--- src/hdl/lts_pkg.sv ---
`timescale 1ns / 1ps
// ----------------------------------------------------------------------------
// Lap time statistics package
// Shared constants and the command and status types that connect the
// controller to the datapath.
// ----------------------------------------------------------------------------
package lts_pkg;

  localparam int MAX_LAP_COUNT_DEF = 64;
  localparam int SECTORS_DEF       = 3;
  localparam int SECTOR_SLOTS      = 4;

  localparam int TIME_W      = 32;
  localparam int LAP_COUNT_W = 7;
  localparam int LAP_INDEX_W = 6;

  localparam logic [TIME_W-1:0] NO_TIME = '1;

  typedef struct packed {
    logic accum;     // fold the offered lap into the accumulators
    logic div_init;  // load the divider and the sector partial sums
    logic div_step;  // one restoring division step
    logic emit;      // latch the result and clear the session
  } lts_cmd_t;

  typedef struct packed {
    logic div_last;  // the divider is on its final step
  } lts_status_t;

endpackage

--- src/hdl/lts_ctrl.sv ---
`timescale 1ns / 1ps
// ----------------------------------------------------------------------------
// Lap time statistics controller
// Sequences the accumulation of each request and, on the final lap, the
// average division and the result emission.
// ----------------------------------------------------------------------------
module lts_ctrl (
  input  logic                clk,
  input  logic                rst_n,
  input  logic                start,
  input  logic                in_last_lap,
  output logic                busy,
  output lts_pkg::lts_cmd_t   cmd,
  input  lts_pkg::lts_status_t status
);

  localparam logic [1:0] ST_IDLE = 2'd0;
  localparam logic [1:0] ST_PREP = 2'd1;
  localparam logic [1:0] ST_DIV  = 2'd2;
  localparam logic [1:0] ST_EMIT = 2'd3;

  logic [1:0] state_r;
  logic [1:0] state_nxt;

  always_comb begin
    state_nxt = state_r;
    cmd       = '0;
    case (state_r)
      ST_IDLE: begin
        if (start) begin
          cmd.accum = 1'b1;
          if (in_last_lap) begin
            state_nxt = ST_PREP;
          end
        end
      end
      ST_PREP: begin
        cmd.div_init = 1'b1;
        state_nxt    = ST_DIV;
      end
      ST_DIV: begin
        cmd.div_step = 1'b1;
        if (status.div_last) begin
          state_nxt = ST_EMIT;
        end
      end
      ST_EMIT: begin
        cmd.emit  = 1'b1;
        state_nxt = ST_IDLE;
      end
      default: begin
        state_nxt = ST_IDLE;
      end
    endcase
  end

  assign busy = (state_r != ST_IDLE);

  always_ff @(posedge clk) begin
    if (!rst_n) begin
      state_r <= ST_IDLE;
    end else begin
      state_r <= state_nxt;
    end
  end

endmodule

--- src/hdl/lts_datapath.sv ---
`timescale 1ns / 1ps
// ----------------------------------------------------------------------------
// Lap time statistics datapath
// Session accumulators, a bit-serial restoring divider for the average and
// the result registers.
// ----------------------------------------------------------------------------
module lts_datapath #(
  parameter int MAX_LAP_COUNT = lts_pkg::MAX_LAP_COUNT_DEF,
  parameter int SECTORS       = lts_pkg::SECTORS_DEF
) (
  input  logic                                 clk,
  input  logic                                 rst_n,
  input  lts_pkg::lts_cmd_t                    cmd,
  output lts_pkg::lts_status_t                 status,
  input  logic [lts_pkg::TIME_W-1:0]           in_lap_time,
  input  logic [lts_pkg::TIME_W-1:0]           in_sector_time_0,
  input  logic [lts_pkg::TIME_W-1:0]           in_sector_time_1,
  input  logic [lts_pkg::TIME_W-1:0]           in_sector_time_2,
  input  logic [lts_pkg::TIME_W-1:0]           in_sector_time_3,
  output logic                                 out_valid,
  output logic [lts_pkg::LAP_COUNT_W-1:0]      out_lap_count,
  output logic [lts_pkg::TIME_W-1:0]           out_best_time,
  output logic [lts_pkg::LAP_INDEX_W-1:0]      out_best_lap_index,
  output logic [lts_pkg::TIME_W-1:0]           out_worst_time,
  output logic [lts_pkg::TIME_W-1:0]           out_average_time,
  output logic [lts_pkg::TIME_W-1:0]           out_ideal_time,
  output logic [lts_pkg::TIME_W-1:0]           out_best_sector_0,
  output logic [lts_pkg::TIME_W-1:0]           out_best_sector_1,
  output logic [lts_pkg::TIME_W-1:0]           out_best_sector_2,
  output logic [lts_pkg::TIME_W-1:0]           out_best_sector_3
);

  localparam int TW     = lts_pkg::TIME_W;
  localparam int SLOTS  = lts_pkg::SECTOR_SLOTS;
  localparam int CNT_W  = $clog2(MAX_LAP_COUNT + 1);
  localparam int SUM_W  = TW + CNT_W;
  localparam int STEP_W = $clog2(SUM_W);
  localparam logic [CNT_W-1:0]  FULL_COUNT = CNT_W'(MAX_LAP_COUNT);
  localparam logic [STEP_W-1:0] LAST_STEP  = STEP_W'(SUM_W - 1);

  // Session accumulators.
  logic [CNT_W-1:0]  cnt_r,   cnt_nxt;
  logic [SUM_W-1:0]  sum_r,   sum_nxt;
  logic [TW-1:0]     best_r,  best_nxt;
  logic [CNT_W-1:0]  idx_r,   idx_nxt;
  logic [TW-1:0]     worst_r, worst_nxt;
  logic [TW-1:0]     sb_r   [SLOTS];
  logic [TW-1:0]     sb_nxt [SLOTS];

  // Divider and partial sums.
  logic [CNT_W-1:0]  rem_r,  rem_nxt;
  logic [SUM_W-1:0]  quo_r,  quo_nxt;
  logic [STEP_W-1:0] step_r, step_nxt;
  logic [TW-1:0]     s01_r,  s01_nxt;
  logic [TW-1:0]     s23_r,  s23_nxt;

  // Result registers.
  localparam int LAP_CNT_OUT = lts_pkg::LAP_COUNT_W;
  logic                   vld_r, vld_nxt;
  logic [LAP_CNT_OUT-1:0] ocnt_r, ocnt_nxt;
  logic [lts_pkg::LAP_INDEX_W-1:0] oidx_r, oidx_nxt;
  logic [TW-1:0] obest_r, obest_nxt;
  logic [TW-1:0] oworst_r, oworst_nxt;
  logic [TW-1:0] oavg_r, oavg_nxt;
  logic [TW-1:0] oideal_r, oideal_nxt;
  logic [TW-1:0] osec_r   [SLOTS];
  logic [TW-1:0] osec_nxt [SLOTS];

  logic [TW-1:0]      sec_in [SLOTS];
  logic [TW-1:0]      bm     [SLOTS];
  logic               complete;
  logic [CNT_W:0]     trial;
  logic [CNT_W:0]     diff;
  logic               ge;
  logic [CNT_W+lts_pkg::LAP_COUNT_W-1:0] cnt_ext;
  logic [CNT_W+lts_pkg::LAP_INDEX_W-1:0] idx_ext;

  assign sec_in[0] = in_sector_time_0;
  assign sec_in[1] = in_sector_time_1;
  assign sec_in[2] = in_sector_time_2;
  assign sec_in[3] = in_sector_time_3;

  // Best sector times as reported: zero for unused sectors and for sectors
  // that never saw a time.
  always_comb begin
    complete = 1'b1;
    for (int s = 0; s < SLOTS; s++) begin
      if (s < SECTORS && sb_r[s] != lts_pkg::NO_TIME) begin
        bm[s] = sb_r[s];
      end else begin
        bm[s] = '0;
      end
      if (s < SECTORS && sb_r[s] == lts_pkg::NO_TIME) begin
        complete = 1'b0;
      end
    end
  end

  // The remainder stays below the divisor, so one extra bit holds the trial.
  assign trial = {rem_r, quo_r[SUM_W-1]};
  assign diff  = trial - {1'b0, cnt_r};
  assign ge    = (trial >= {1'b0, cnt_r});

  assign cnt_ext = {{lts_pkg::LAP_COUNT_W{1'b0}}, cnt_r};
  assign idx_ext = {{lts_pkg::LAP_INDEX_W{1'b0}}, idx_r};

  assign status.div_last = (step_r == '0);

  always_comb begin
    cnt_nxt    = cnt_r;
    sum_nxt    = sum_r;
    best_nxt   = best_r;
    idx_nxt    = idx_r;
    worst_nxt  = worst_r;
    rem_nxt    = rem_r;
    quo_nxt    = quo_r;
    step_nxt   = step_r;
    s01_nxt    = s01_r;
    s23_nxt    = s23_r;
    ocnt_nxt   = ocnt_r;
    oidx_nxt   = oidx_r;
    obest_nxt  = obest_r;
    oworst_nxt = oworst_r;
    oavg_nxt   = oavg_r;
    oideal_nxt = oideal_r;
    for (int s = 0; s < SLOTS; s++) begin
      sb_nxt[s]   = sb_r[s];
      osec_nxt[s] = osec_r[s];
    end
    vld_nxt = cmd.emit;

    // Laps past a full session are ignored.
    if (cmd.accum && cnt_r != FULL_COUNT) begin
      sum_nxt = sum_r + {{CNT_W{1'b0}}, in_lap_time};
      if (in_lap_time < best_r) begin
        best_nxt = in_lap_time;
        idx_nxt  = cnt_r;
      end
      if (in_lap_time > worst_r) begin
        worst_nxt = in_lap_time;
      end
      for (int s = 0; s < SLOTS; s++) begin
        if (s < SECTORS && sec_in[s] != '0 && sec_in[s] < sb_r[s]) begin
          sb_nxt[s] = sec_in[s];
        end
      end
      cnt_nxt = cnt_r + 1'b1;
    end

    if (cmd.div_init) begin
      rem_nxt  = '0;
      quo_nxt  = sum_r;
      step_nxt = LAST_STEP;
      s01_nxt  = bm[0] + bm[1];
      s23_nxt  = bm[2] + bm[3];
    end

    if (cmd.div_step) begin
      rem_nxt  = ge ? diff[CNT_W-1:0] : trial[CNT_W-1:0];
      quo_nxt  = {quo_r[SUM_W-2:0], ge};
      step_nxt = step_r - 1'b1;
    end

    if (cmd.emit) begin
      ocnt_nxt   = cnt_ext[lts_pkg::LAP_COUNT_W-1:0];
      oidx_nxt   = idx_ext[lts_pkg::LAP_INDEX_W-1:0];
      obest_nxt  = best_r;
      oworst_nxt = worst_r;
      oavg_nxt   = (cnt_r == '0) ? '0 : quo_r[TW-1:0];
      oideal_nxt = complete ? (s01_r + s23_r) : '0;
      for (int s = 0; s < SLOTS; s++) begin
        osec_nxt[s] = bm[s];
      end
      cnt_nxt   = '0;
      sum_nxt   = '0;
      best_nxt  = lts_pkg::NO_TIME;
      idx_nxt   = '0;
      worst_nxt = '0;
      for (int s = 0; s < SLOTS; s++) begin
        sb_nxt[s] = lts_pkg::NO_TIME;
      end
    end
  end

  always_ff @(posedge clk) begin
    if (!rst_n) begin
      cnt_r   <= '0;
      sum_r   <= '0;
      best_r  <= lts_pkg::NO_TIME;
      idx_r   <= '0;
      worst_r <= '0;
      for (int s = 0; s < SLOTS; s++) begin
        sb_r[s] <= lts_pkg::NO_TIME;
      end
      vld_r <= 1'b0;
    end else begin
      cnt_r   <= cnt_nxt;
      sum_r   <= sum_nxt;
      best_r  <= best_nxt;
      idx_r   <= idx_nxt;
      worst_r <= worst_nxt;
      for (int s = 0; s < SLOTS; s++) begin
        sb_r[s] <= sb_nxt[s];
      end
      vld_r <= vld_nxt;
    end
  end

  always_ff @(posedge clk) begin
    rem_r    <= rem_nxt;
    quo_r    <= quo_nxt;
    step_r   <= step_nxt;
    s01_r    <= s01_nxt;
    s23_r    <= s23_nxt;
    ocnt_r   <= ocnt_nxt;
    oidx_r   <= oidx_nxt;
    obest_r  <= obest_nxt;
    oworst_r <= oworst_nxt;
    oavg_r   <= oavg_nxt;
    oideal_r <= oideal_nxt;
    for (int s = 0; s < SLOTS; s++) begin
      osec_r[s] <= osec_nxt[s];
    end
  end

  assign out_valid          = vld_r;
  assign out_lap_count      = ocnt_r;
  assign out_best_time      = obest_r;
  assign out_best_lap_index = oidx_r;
  assign out_worst_time     = oworst_r;
  assign out_average_time   = oavg_r;
  assign out_ideal_time     = oideal_r;
  assign out_best_sector_0  = osec_r[0];
  assign out_best_sector_1  = osec_r[1];
  assign out_best_sector_2  = osec_r[2];
  assign out_best_sector_3  = osec_r[3];

endmodule

--- src/hdl/lap_time_statistics_unit.sv ---
`timescale 1ns / 1ps
// ----------------------------------------------------------------------------
// Lap time statistics unit
// A lap that is not the last is accumulated with busy left low; the next may
// follow in the next cycle. The last lap holds busy high while the session
// sum is divided bit-serially over SUM_W = 32 + clog2(MAX_LAP_COUNT + 1)
// bits (39 at the defaults); the result strobes in the cycle busy falls.
// The receiver cannot stall. Synchronous active-low reset clears the session.
// ----------------------------------------------------------------------------
module lap_time_statistics_unit #(
  parameter int MAX_LAP_COUNT = lts_pkg::MAX_LAP_COUNT_DEF,
  parameter int SECTORS       = lts_pkg::SECTORS_DEF
) (
  input  logic                             clk,
  input  logic                             rst_n,
  input  logic                             start,
  output logic                             busy,
  input  logic [lts_pkg::TIME_W-1:0]       in_lap_time,
  input  logic [lts_pkg::TIME_W-1:0]       in_sector_time_0,
  input  logic [lts_pkg::TIME_W-1:0]       in_sector_time_1,
  input  logic [lts_pkg::TIME_W-1:0]       in_sector_time_2,
  input  logic [lts_pkg::TIME_W-1:0]       in_sector_time_3,
  input  logic                             in_last_lap,
  output logic                             out_valid,
  output logic [lts_pkg::LAP_COUNT_W-1:0]  out_lap_count,
  output logic [lts_pkg::TIME_W-1:0]       out_best_time,
  output logic [lts_pkg::LAP_INDEX_W-1:0]  out_best_lap_index,
  output logic [lts_pkg::TIME_W-1:0]       out_worst_time,
  output logic [lts_pkg::TIME_W-1:0]       out_average_time,
  output logic [lts_pkg::TIME_W-1:0]       out_ideal_time,
  output logic [lts_pkg::TIME_W-1:0]       out_best_sector_0,
  output logic [lts_pkg::TIME_W-1:0]       out_best_sector_1,
  output logic [lts_pkg::TIME_W-1:0]       out_best_sector_2,
  output logic [lts_pkg::TIME_W-1:0]       out_best_sector_3
);

  lts_pkg::lts_cmd_t    cmd;
  lts_pkg::lts_status_t status;

  lts_ctrl u_ctrl (
    .clk         (clk),
    .rst_n       (rst_n),
    .start       (start),
    .in_last_lap (in_last_lap),
    .busy        (busy),
    .cmd         (cmd),
    .status      (status)
  );

  lts_datapath #(
    .MAX_LAP_COUNT (MAX_LAP_COUNT),
    .SECTORS       (SECTORS)
  ) u_datapath (
    .clk                (clk),
    .rst_n              (rst_n),
    .cmd                (cmd),
    .status             (status),
    .in_lap_time        (in_lap_time),
    .in_sector_time_0   (in_sector_time_0),
    .in_sector_time_1   (in_sector_time_1),
    .in_sector_time_2   (in_sector_time_2),
    .in_sector_time_3   (in_sector_time_3),
    .out_valid          (out_valid),
    .out_lap_count      (out_lap_count),
    .out_best_time      (out_best_time),
    .out_best_lap_index (out_best_lap_index),
    .out_worst_time     (out_worst_time),
    .out_average_time   (out_average_time),
    .out_ideal_time     (out_ideal_time),
    .out_best_sector_0  (out_best_sector_0),
    .out_best_sector_1  (out_best_sector_1),
    .out_best_sector_2  (out_best_sector_2),
    .out_best_sector_3  (out_best_sector_3)
  );

endmodule

--- config.mk ---
export PLATFORM = sky130hd
export DESIGN_NAME = lap_time_statistics_unit
export DESIGN_NICKNAME = d
export VERILOG_FILES = /design/src/hdl/lts_pkg.sv /design/src/hdl/lts_ctrl.sv /design/src/hdl/lts_datapath.sv /design/src/hdl/lap_time_statistics_unit.sv
export SDC_FILE = /design/constraint.sdc
export NUM_CORES = 1
export LEC_CHECK = 0
export ABC_AREA = 1
export BUFFER_PORTS_ARGS = -buffer_cell sky130_fd_sc_hd__buf_2
export CAP_MARGIN = 10
export CORE_MARGIN = 5
export CORE_UTILIZATION = 40
export DETAILED_ROUTE_END_ITERATION = 6
export GPL_ROUTABILITY_DRIVEN = 0
export PLACE_DENSITY = 0.64
export SYNTH_ARGS = -nofsm -noshare
export SYNTH_HDL_FRONTEND = slang
export SYNTH_HIERARCHICAL = 1
export SYNTH_SLANG_ARGS = --single-unit
export TNS_END_PERCENT = 30
--- constraint.sdc ---
create_clock -name clk -period 9.85 [get_ports clk]
set_clock_uncertainty 0.05 [all_clocks]
set_input_delay 2.4625 -clock clk [delete_from_list [all_inputs] [get_ports clk]]
set_output_delay 2.4625 -clock clk [all_outputs]
set_load 0.005 [all_outputs]
# Yosys cells after proc, flatten, opt, wreduce, memory -nomap -nowiden
# Memory sizes are Yosys's and may differ from the RTL's.
# Cells that the tools add are included.
# Widths: inputs -> output; s select.
[totals]
reg_bits = 376
mem_bits_rw = 256
inputBits = 164
wordCells = 102
memories = 2
[classes]
addsub = 6
n_lt_le_gt_ge = 6
eq_ne = 14
mux = 34
n_bitwise = 5
reduce_logical = 17
[mem_list]
columns = ["name", "words", "word_bits", "rd", "rd_clocked_by_memory_dff", "wr", "line", "rtl"]
rows = [
  ["u_datapath.osec_r", 4, 32, 4, 0, 4, "lts_datapath.sv:66", "logic [TW-1:0] osec_r [SLOTS];"],
  ["u_datapath.sb_r", 4, 32, 3, 0, 4, "lts_datapath.sv:47", "logic [TW-1:0] sb_r [SLOTS];"],
]
[op_table]
columns = ["op", "count"]
rows = [
  ["$mux 32", 10],
  ["$mux 128", 2],
  ["$lt 32x32->1", 4],
  ["$eq 32x32->1 const B", 3],
  ["$mux 96", 1],
  ["$ne 32x32->1 const B", 3],
  ["$reduce_bool 32->1", 3],
  ["$mux 39", 2],
  ["$add 32x32->32", 2],
  ["$add 39x32->39", 1],
  ["$gt 32x32->1", 1],
  ["$mux 7", 3],
  ["$mux 6", 2],
  ["$mux 1", 10],
  ["$ge 8x7->1", 1],
  ["$pmux 2 s4", 1],
  ["$add 7x1->7 const B", 1],
  ["$logic_not 7->1", 1],
  ["$ne 7x7->1 const B", 1],
  ["$sub 7x7->7", 1],
  ["$logic_not 6->1", 1],
  ["$mux 2", 3],
  ["$ne 2x2->1 const B", 3],
  ["$reduce_and 2->1", 3],
  ["other kinds (11)", 19],
]

# Longest topological paths before layout
# Gate-level depths: netlist (run 1).
# An unclocked memory read counts as a cell.
[depth]
depth_word = 7
ltp_mapped = 19
mapped_depth_nobuf = 19

# By module
# The synthesis (run 1) kept the hierarchy.
[by_module_without_submodules]
columns = ["mod", "n_inst", "cells_per_inst", "area_per_inst_um2"]
rows = [
  ["lts_datapath", 1, 3676, 31358.8],
  ["lts_ctrl", 1, 26, 180.2],
]

# Worst setup path after synthesis (run 1)
# No wires, ideal clock.
[synth_timing]
path_type = "register -> register"
start = "register u_ctrl.state_r[0]"
end = "register u_datapath.sum_r[10]"
arrival_ps = 7236
required_time_ps = 9685
slack_ps = 2448
stages_incl_launch_ff = 8
n_path_buf = 1
period_less_slack_ps = 7402
cell_sequence = "dfxtp_1 ha_1 nor2_2 inv_1 clkbuf_1 a21oi_1 o21ai_0 inv_1"
[synth_lines]
columns = ["element", "line", "rtl"]
rows = [
  ["start, declared", "lts_ctrl.sv:22", "logic [1:0] state_r;"],
  ["start signal, assigned", "lts_ctrl.sv:63", "state_r <= state_nxt;"],
  ["end signal, assigned", "lts_datapath.sv:198", "sum_r <= sum_nxt;"],
  ["end, declared", "lts_datapath.sv:43", "logic [SUM_W-1:0] sum_r, sum_nxt;"],
]

# Worst setup path after layout (run 1)
[layout_timing]
start = "input port in_lap_time[5] (netlist bit)"
end = "register u_datapath.idx_r[3]"
[layout_via]
elab_chain_len = 2
[layout_rtl]
columns = ["element", "line", "rtl"]
rows = [
  ["start, declared", "lap_time_statistics_unit.sv:18", "input logic [lts_pkg::TIME_W-1:0] in_lap_time,"],
  ["$lt 32x32->1", "lts_datapath.sv:135", "if (in_lap_time < best_r) begin"],
  ["$reduce_and 2->1 (no source line)", "--", ""],
  ["end signal, assigned", "lts_datapath.sv:200", "idx_r <= idx_nxt;"],
  ["end, declared", "lts_datapath.sv:45", "logic [CNT_W-1:0] idx_r, idx_nxt;"],
]
# Every way passes these cells.
# A chain may end at the register's enable or synchronous reset.

==> results.py, run 1 <==
metrics = {
    "outcome": {
        "run_status": "complete, no violations",
    },
    "clocking": {
        "cts_setup_buffers": 0,
        "cts_tree": "built",
        "cts.root.buffer_cell": "sky130_fd_sc_hd__clkbuf_16",
        "cts_repair_resize_count": 0,
        "clkTransAtPathRegs_ns": 0.06,
        "numClockSinks": 568,
        "max-clock-path-buffers": 3,
        "numCtsBuffers": 61,
        "holdBufCountCts": 0,
        "htreeDepth": 2,
        "clock_insertion_delay_worst_skew_ns": 0.64,
    },
    "run": {
        "maxCapViolations": 0,
    },
    "final_layout": {
        "layout-drive-gt1-share_pct": 12.7,
        "layout_commonest_cell": "sky130_fd_sc_hd__nand2_1",
        "layout.nets": 4468,
        "areaGrowthSynthToFinish_pct": 14.9,
        "layout.cells.most_common_list": "sky130_fd_sc_hd__nand2_1 (742), sky130_fd_sc_hd__inv_1 (445), sky130_fd_sc_hd__nor2_1 (386)",
        "fin_cells": 5144,
    },
    "yosys": {
        "yosysTopAreaCell": "sky130_fd_sc_hd__edfxtp_1",
        "synth_simple_gate_area_share_pct": 23.3,
        "post_synth_instance_area_sq_mm": 0.0315,
        "synth-async-reset-ratio_pct": 0,
        "ys_ff_latch": 568,
        "ys_dominant_reg_cell": "sky130_fd_sc_hd__edfxtp_1",
        "post_synth_main_area_contributors": "sky130_fd_sc_hd__edfxtp_1 (34%), sky130_fd_sc_hd__dfxtp_1 (14%), sky130_fd_sc_hd__ha_1 (11%)",
        "post_synthesis_cell_count": 3702,
        "post_synth_edffs": 353,
        "synth_top_family_by_area": "simple AND/OR/NAND/NOR gates",
        "post_synth.cell_area_avg_sq_um": 8.52,
        "synth_compound_gate_area_share_pct": 8.96,
        "post-synth-top-area-fraction_pct": 33.6,
        "sequential_to_total_area_share_from_yosys_stat_pct": 47.3,
        "ys_warn_count": 6,
        "synth.mux.area_fraction_pct": 0,
        "synth_xor_area_share_pct": 1.61,
        "synth_area_in_adders_pct": 10.8,
        "yosysUniqueCellTypes": 54,
    },
    "global_routing": {
        "grt_start_max_net_pins": 182,
        "gr-total-overflow": 0,
        "vias_in_the_first_global_route": 24600,
        "grt_util_all_layers_pct": 20.8,
        "antenna_violations_before_repair": 17,
        "grt_pass1_wl_um": 141000,
    },
    "drt": {
        "viasPerCell": 5.16,
        "routed-via-count": 26600,
        "route.final.wire_length_um": 92800,
        "detailedRoute.firstPassIterationCount": 6,
        "drt_antenna_net_count": 0,
        "wire_per_inst_um": 18.0,
        "count_of_unresolved_drc_violations_after_routing": 0,
        "drtIter0Drc": 2201,
    },
    "timing": {
        "max_slew_margin_pct": 19.1,
        "timing.final.setup_violations": 0,
        "tns_ns": 0,
        "min_period_over_period_pct": 53.4,
        "fin_hold_ws_ns": 0.389,
        "worst_pin_slew_ns": 1.21,
        "achievable-frequency_mhz": 190,
        "setup_repair_after_global_routing_missed_its_margin": "false",
        "timing_hold_violations_final": 0,
        "final_slew_viol_count": 0,
        "finalWorstSetupSlack_ns": 4.59,
        "time_the_final_worst_path_needs_with_i_o_delays_and_setup_ns": 5.26,
    },
    "placed_design": {
        "preCtsSetupSlack_ns": 4.01,
        "dpl.cell_count": 5021,
        "dp_hpwl_um": 69700,
        "io_buffers": 370,
    },
    "die": {
        "num_rows": 103,
        "ioPinCount": 435,
        "die_x_um": 291,
        "die_height_um": 291,
        "placeableCoreArea_sq_mm": 0.0786,
        "die-area_sq_mm": 0.0846,
        "floorplan.initialDensity_pct": 40.1,
    },
    "worst_hold_path": {
        "min_path_type": "flip-flop to flip-flop",
    },
    "power": {
        "power_mw": 11.2,
        "p_per_area_mw_per_mm2": 310,
        "worst_ir_drop_vdd_mv": 0.173,
        "leakagePower_nw": 16.7,
    },
    "critical_path": {
        "critPathRequiredTime_ns": 10.22,
        "cp.arrival_ns": 5.63,
        "crit_path_category": "input port to flip-flop",
        "worstSetupEndpointType": "flip-flop",
        "worstSetupStartpointType": "input port",
        "timing.critical_path.fanout_max": 38,
    },
}
## cells by family after synthesis
logic type | after synthesis
compound gates | 530
xor+xnor | 58
fa+ha+maj | 270
buf+inv | 595
flops | 568
other cells | 1
simple gates | 1680
## flip-flops by register name, indices dropped and copies added, names as in the netlist, 39 cells and up
name / flops
u_datapath/osec_r: 96
u_datapath/sb_r: 96
u_datapath/quo_r: 39
u_datapath/sum_r: 39
## stage by stage
| step | cell area (sq um) | util (%) |
|---|---|---|
| after global placement | 34100 | 43.4 |
| after CTS | 36200 | 46.1 |
| after detailed placement | 34100 | 43.4 |
| after global routing | 36200 | 46.1 |
| after floorplan | 31700 | - |
| final | 36200 | 46.1 |
## power breakdown
group          internal (mW)  switching [mW]  total, mW
Combinational           1.63            3.30       4.93
Sequential              3.51           0.401       3.91
Clock                   1.40           0.989       2.39
Total                   6.54            4.69       11.2
## cells in the mapped netlist, types with 3 or more instances
library cell	count
sky130_fd_sc_hd__nand2_1	742
sky130_fd_sc_hd__inv_1	445
sky130_fd_sc_hd__nor2_1	387
sky130_fd_sc_hd__edfxtp_1	353
sky130_fd_sc_hd__nand3_1	342
sky130_fd_sc_hd__a21oi_1	315
sky130_fd_sc_hd__ha_1	266
sky130_fd_sc_hd__dfxtp_1	215
sky130_fd_sc_hd__o21ai_0	141
sky130_fd_sc_hd__nand4_1	90
sky130_fd_sc_hd__clkbuf_1	47
sky130_fd_sc_hd__buf_4	46
sky130_fd_sc_hd__xor2_1	46
sky130_fd_sc_hd__buf_2	42
sky130_fd_sc_hd__nand3b_1	32
sky130_fd_sc_hd__nor4_1	31
sky130_fd_sc_hd__nor3_1	25
sky130_fd_sc_hd__a21o_1	18
sky130_fd_sc_hd__o21ai_1	17
sky130_fd_sc_hd__o21a_1	16
sky130_fd_sc_hd__xnor2_1	12
sky130_fd_sc_hd__buf_6	10
sky130_fd_sc_hd__o21bai_1	8
sky130_fd_sc_hd__nand4_2	5
sky130_fd_sc_hd__fa_1	4
sky130_fd_sc_hd__nand2_2	4
sky130_fd_sc_hd__or2_2	4
sky130_fd_sc_hd__inv_2	3
sky130_fd_sc_hd__nand3_2	3
sky130_fd_sc_hd__nor2_2	3
## metal layers
| layer | track usage [%] | part of all wire (%) | vias up |
|---|---|---|---|
| met1 | 28.6 | 44 | 12300 |
| li1 | - | - | 13100 |
| met5 | 0 | 0.044 | - |
| met4 | 5.14 | 2.5 | 6 |
| met3 | 4.46 | 8.4 | 129 |
| met2 | 33.7 | 46 | 973 |
## final timing paths
check                               from                               end  slack (ns)  depth (start not counted)
setup reg to reg  u_datapath/sb_r[0][18]              u_datapath/s01_r[30]        5.29                         19
hold / removal       u_datapath/idx_r[0]  u_datapath/out_best_lap_index[0]        0.39                          0
setup / recovery          in_lap_time[5]               u_datapath/idx_r[3]        4.59                         12
hold reg to reg      u_datapath/idx_r[0]  u_datapath/out_best_lap_index[0]        0.39                          0
## worst max-delay path, cell delays in order
cell	delay [ns]
sky130_fd_sc_hd__buf_2	0.15
sky130_fd_sc_hd__ha_1	0.32
sky130_fd_sc_hd__a21oi_1	0.17
sky130_fd_sc_hd__o21a_1	0.13
sky130_fd_sc_hd__nand2_1	0.09
sky130_fd_sc_hd__nand2_1	0.07
sky130_fd_sc_hd__nand2_1	0.06
sky130_fd_sc_hd__nand2_1	0.72
sky130_fd_sc_hd__buf_4	0.37
sky130_fd_sc_hd__nand3_2	0.69
sky130_fd_sc_hd__nand2_1	0.25
sky130_fd_sc_hd__a21oi_1	0.09
## final cells by class
class	count	area, sq um
well taps	1050	1310
fillers	7732	42400
diodes	8	20.0
clock inverters	31	343
flip-flops and latches	568	14900
clock buffers	84	1750
repair buffers	384	1970
multi-input cells	2570	14200
inverters	449	1690
Note: power is estimated with default switching activity, not from simulation.
==> run 2: changes to the inputs <==
--- a/config.mk
+++ b/config.mk
@@ -12,7 +12,7 @@
 export CORE_UTILIZATION = 40
 export DETAILED_ROUTE_END_ITERATION = 6
 export GPL_ROUTABILITY_DRIVEN = 0
-export PLACE_DENSITY = 0.64
+export PLACE_DENSITY = 0.66
 export SYNTH_ARGS = -nofsm -noshare
 export SYNTH_HDL_FRONTEND = slang
 export SYNTH_HIERARCHICAL = 1
==> constraint.sdc (replaced) <==
create_clock -name clk -period 4.5 [get_ports clk]
set_clock_uncertainty 0.05 [all_clocks]
set_input_delay 1.125 -clock clk [delete_from_list [all_inputs] [get_ports clk]]
set_output_delay 1.125 -clock clk [all_outputs]
set_load 0.005 [all_outputs]
==> results.py, run 2 (same netlist as run 1, synthesis figures left out) <==
metrics = {
    "outcome": {
        "run_status": "finished with violations",
        "failed_checks": "design-rule violations",
    },
    "timing": {
        "max_slew_margin_pct": 19.7,
        "final_slew_viol_count": 0,
        "tns_ns": 0,
        "time_the_final_worst_path_needs_with_i_o_delays_and_setup_ns": 3.89,
        "min_period_over_period_pct": 86.5,
        "timing_hold_violations_final": 0,
        "timing.final.setup_violations": 0,
        "achievable-frequency_mhz": 257,
        "worst_pin_slew_ns": 1.20,
        "setup_repair_after_global_routing_missed_its_margin": "false",
    },
    "drt": {
        "drtIter0Drc": 2514,
        "drt_antenna_net_count": 0,
        "viasPerCell": 5.25,
        "detailedRoute.firstPassIterationCount": 7,
        "count_of_unresolved_drc_violations_after_routing": 1,
        "wire_per_inst_um": 18.1,
        "routed-via-count": 27100,
        "route.final.wire_length_um": 93600,
    },
    "die": {
        "ioPinCount": 435,
        "die_x_um": 291,
        "die_height_um": 291,
        "num_rows": 103,
        "placeableCoreArea_sq_mm": 0.0786,
        "floorplan.initialDensity_pct": 40.1,
        "die-area_sq_mm": 0.0846,
    },
    "power": {
        "leakagePower_nw": 16.8,
        "p_per_area_mw_per_mm2": 672,
        "worst_ir_drop_vdd_mv": 0.498,
    },
    "critical_path": {
        "worst_r2r_endpoint": "u_datapath/s01_r[21]",
        "worstSetupStartpointType": "flip-flop",
        "cp.arrival_ns": 4.18,
        "crit_path_category": "flip-flop to flip-flop",
        "logic_depth_of_the_worst_register_to_register_path": 15,
        "r2r_slack_ns": 0.61,
        "critPathRequiredTime_ns": 4.78,
        "critPathBufInv": 3,
        "worstSetupEndpointType": "flip-flop",
        "critical_path_cell_count": 15,
        "critical_path.cell_chain": "nand4_1 > nor4_1 > nand2_1 > inv_1 > buf_4 > nor2_1 > ha_1 > nand2_1 > nor2_1 > inv_1 > nor3_1 > nand4_1 > nand3_1 > a21oi_1 > xnor2_1",
        "cp_top_family": "simple AND/OR/NAND/NOR gates",
        "rr_startpoint": "u_datapath/sb_r[0][54]",
        "timing.critical_path.fanout_max": 23,
        "critPathSlowestCell": "sky130_fd_sc_hd__nor4_1",
        "cpPeakStageDelay_ns": 0.53,
    },
    "global_routing": {
        "vias_in_the_first_global_route": 25600,
        "gr-total-overflow": 0,
        "antenna_violations_before_repair": 9,
        "grt_pass1_wl_um": 144000,
        "grt_start_max_net_pins": 181,
        "grt_util_all_layers_pct": 21.3,
    },
    "worst_hold_path": {
        "min_path_cells": 0,
        "min_path_type": "flip-flop to flip-flop",
        "hold-path-endpoint": "u_datapath/out_best_lap_index[4]",
        "worst_hold_startpoint": "u_datapath/idx_r[4]",
    },
    "placed_design": {
        "dp_hpwl_um": 70600,
        "io_buffers": 370,
    },
    "final_layout": {
        "layout.cells.most_common_list": "sky130_fd_sc_hd__nand2_1 (742), sky130_fd_sc_hd__inv_1 (445), sky130_fd_sc_hd__nor2_1 (386)",
        "layout_commonest_cell": "sky130_fd_sc_hd__nand2_1",
        "layout-drive-gt1-share_pct": 13.0,
        "final_core_utilization_pct": 46.3,
        "areaGrowthSynthToFinish_pct": 15.3,
        "reg.largest.list": "u_datapath/osec_r: 96 flops, u_datapath/sb_r: 96 flops",
        "layout.nets": 4488,
    },
    "clocking": {
        "cts_repair_resize_count": 0,
        "clkTransAtPathRegs_ns": 0.06,
        "cts_tree": "built",
        "numCtsBuffers": 67,
        "htreeDepth": 3,
        "max-clock-path-buffers": 3,
        "clock_insertion_delay_worst_skew_ns": 0.60,
        "holdBufCountCts": 0,
        "cts_setup_buffers": 0,
        "cts.root.buffer_cell": "sky130_fd_sc_hd__clkbuf_16",
        "numClockSinks": 568,
    },
    "run": {
        "maxCapViolations": 0,
    },
}
[run 2: where the power goes]
group / total [mW] / internal (mW) / switching, mW
combinational: 10.7 / 3.61 / 7.09
sequential: 8.58 / 7.68 / 0.897
clock: 5.16 / 2.96 / 2.21
[run 2: per-layer routing]
metal | wire (um) | GRT usage [%] | vias up | part of all wire, %
met4 | 4070 | 9.15 | 12 | 4.3
met3 | 7880 | 4.47 | 219 | 8.4
li1 | - | - | 13200 | -
met2 | 40600 | 32.4 | 1058 | 43
met1 | 41000 | 29.5 | 12600 | 44
met5 | 68 | 0 | - | 0.073
[run 2: through the flow]
stage,hold slack [ns],instance area (sq um),instances,total power [mW],worst slack (ns)
6_report,0.391,36400,5163,24.4,0.606
5_1_grt,0.402,36400,5161,26.4,0.326
3_3_place_gp,0.381,34300,5035,19.0,0.758
4_1_cts,0.390,36300,5158,24.5,0.720
2_1_floorplan,0.359,31700,3733,16.0,1.13
3_5_place_dp,0.365,34300,5035,19.2,0.726
[run 2: how the worst max path moves through the flow]
stage | start | to
5_1_grt | u_datapath/sb_r[0][54] | u_datapath/s01_r[21]
4_1_cts | u_datapath/sb_r[0][54] | u_datapath/s01_r[21]
6_report | u_datapath/sb_r[0][54] | u_datapath/s01_r[21]
3_3_place_gp | u_datapath/sb_r[0][52] | u_datapath/s01_r[21]
2_1_floorplan | u_ctrl/state_r[1] | u_datapath/quo_r[0]
3_5_place_dp | u_datapath/sb_r[0][22] | u_datapath/s01_r[21]
[run 2: area by class of cell]
class | count | area, sq um
timing repair buffer | 398 | 2100
clock inverter | 33 | 248
sequential | 568 | 14900
clock buffer | 90 | 1840
multi-input combinational | 2570 | 14300
tap | 1050 | 1310
antenna | 5 | 12.5
fill | 7604 | 42300
inverter | 449 | 1690
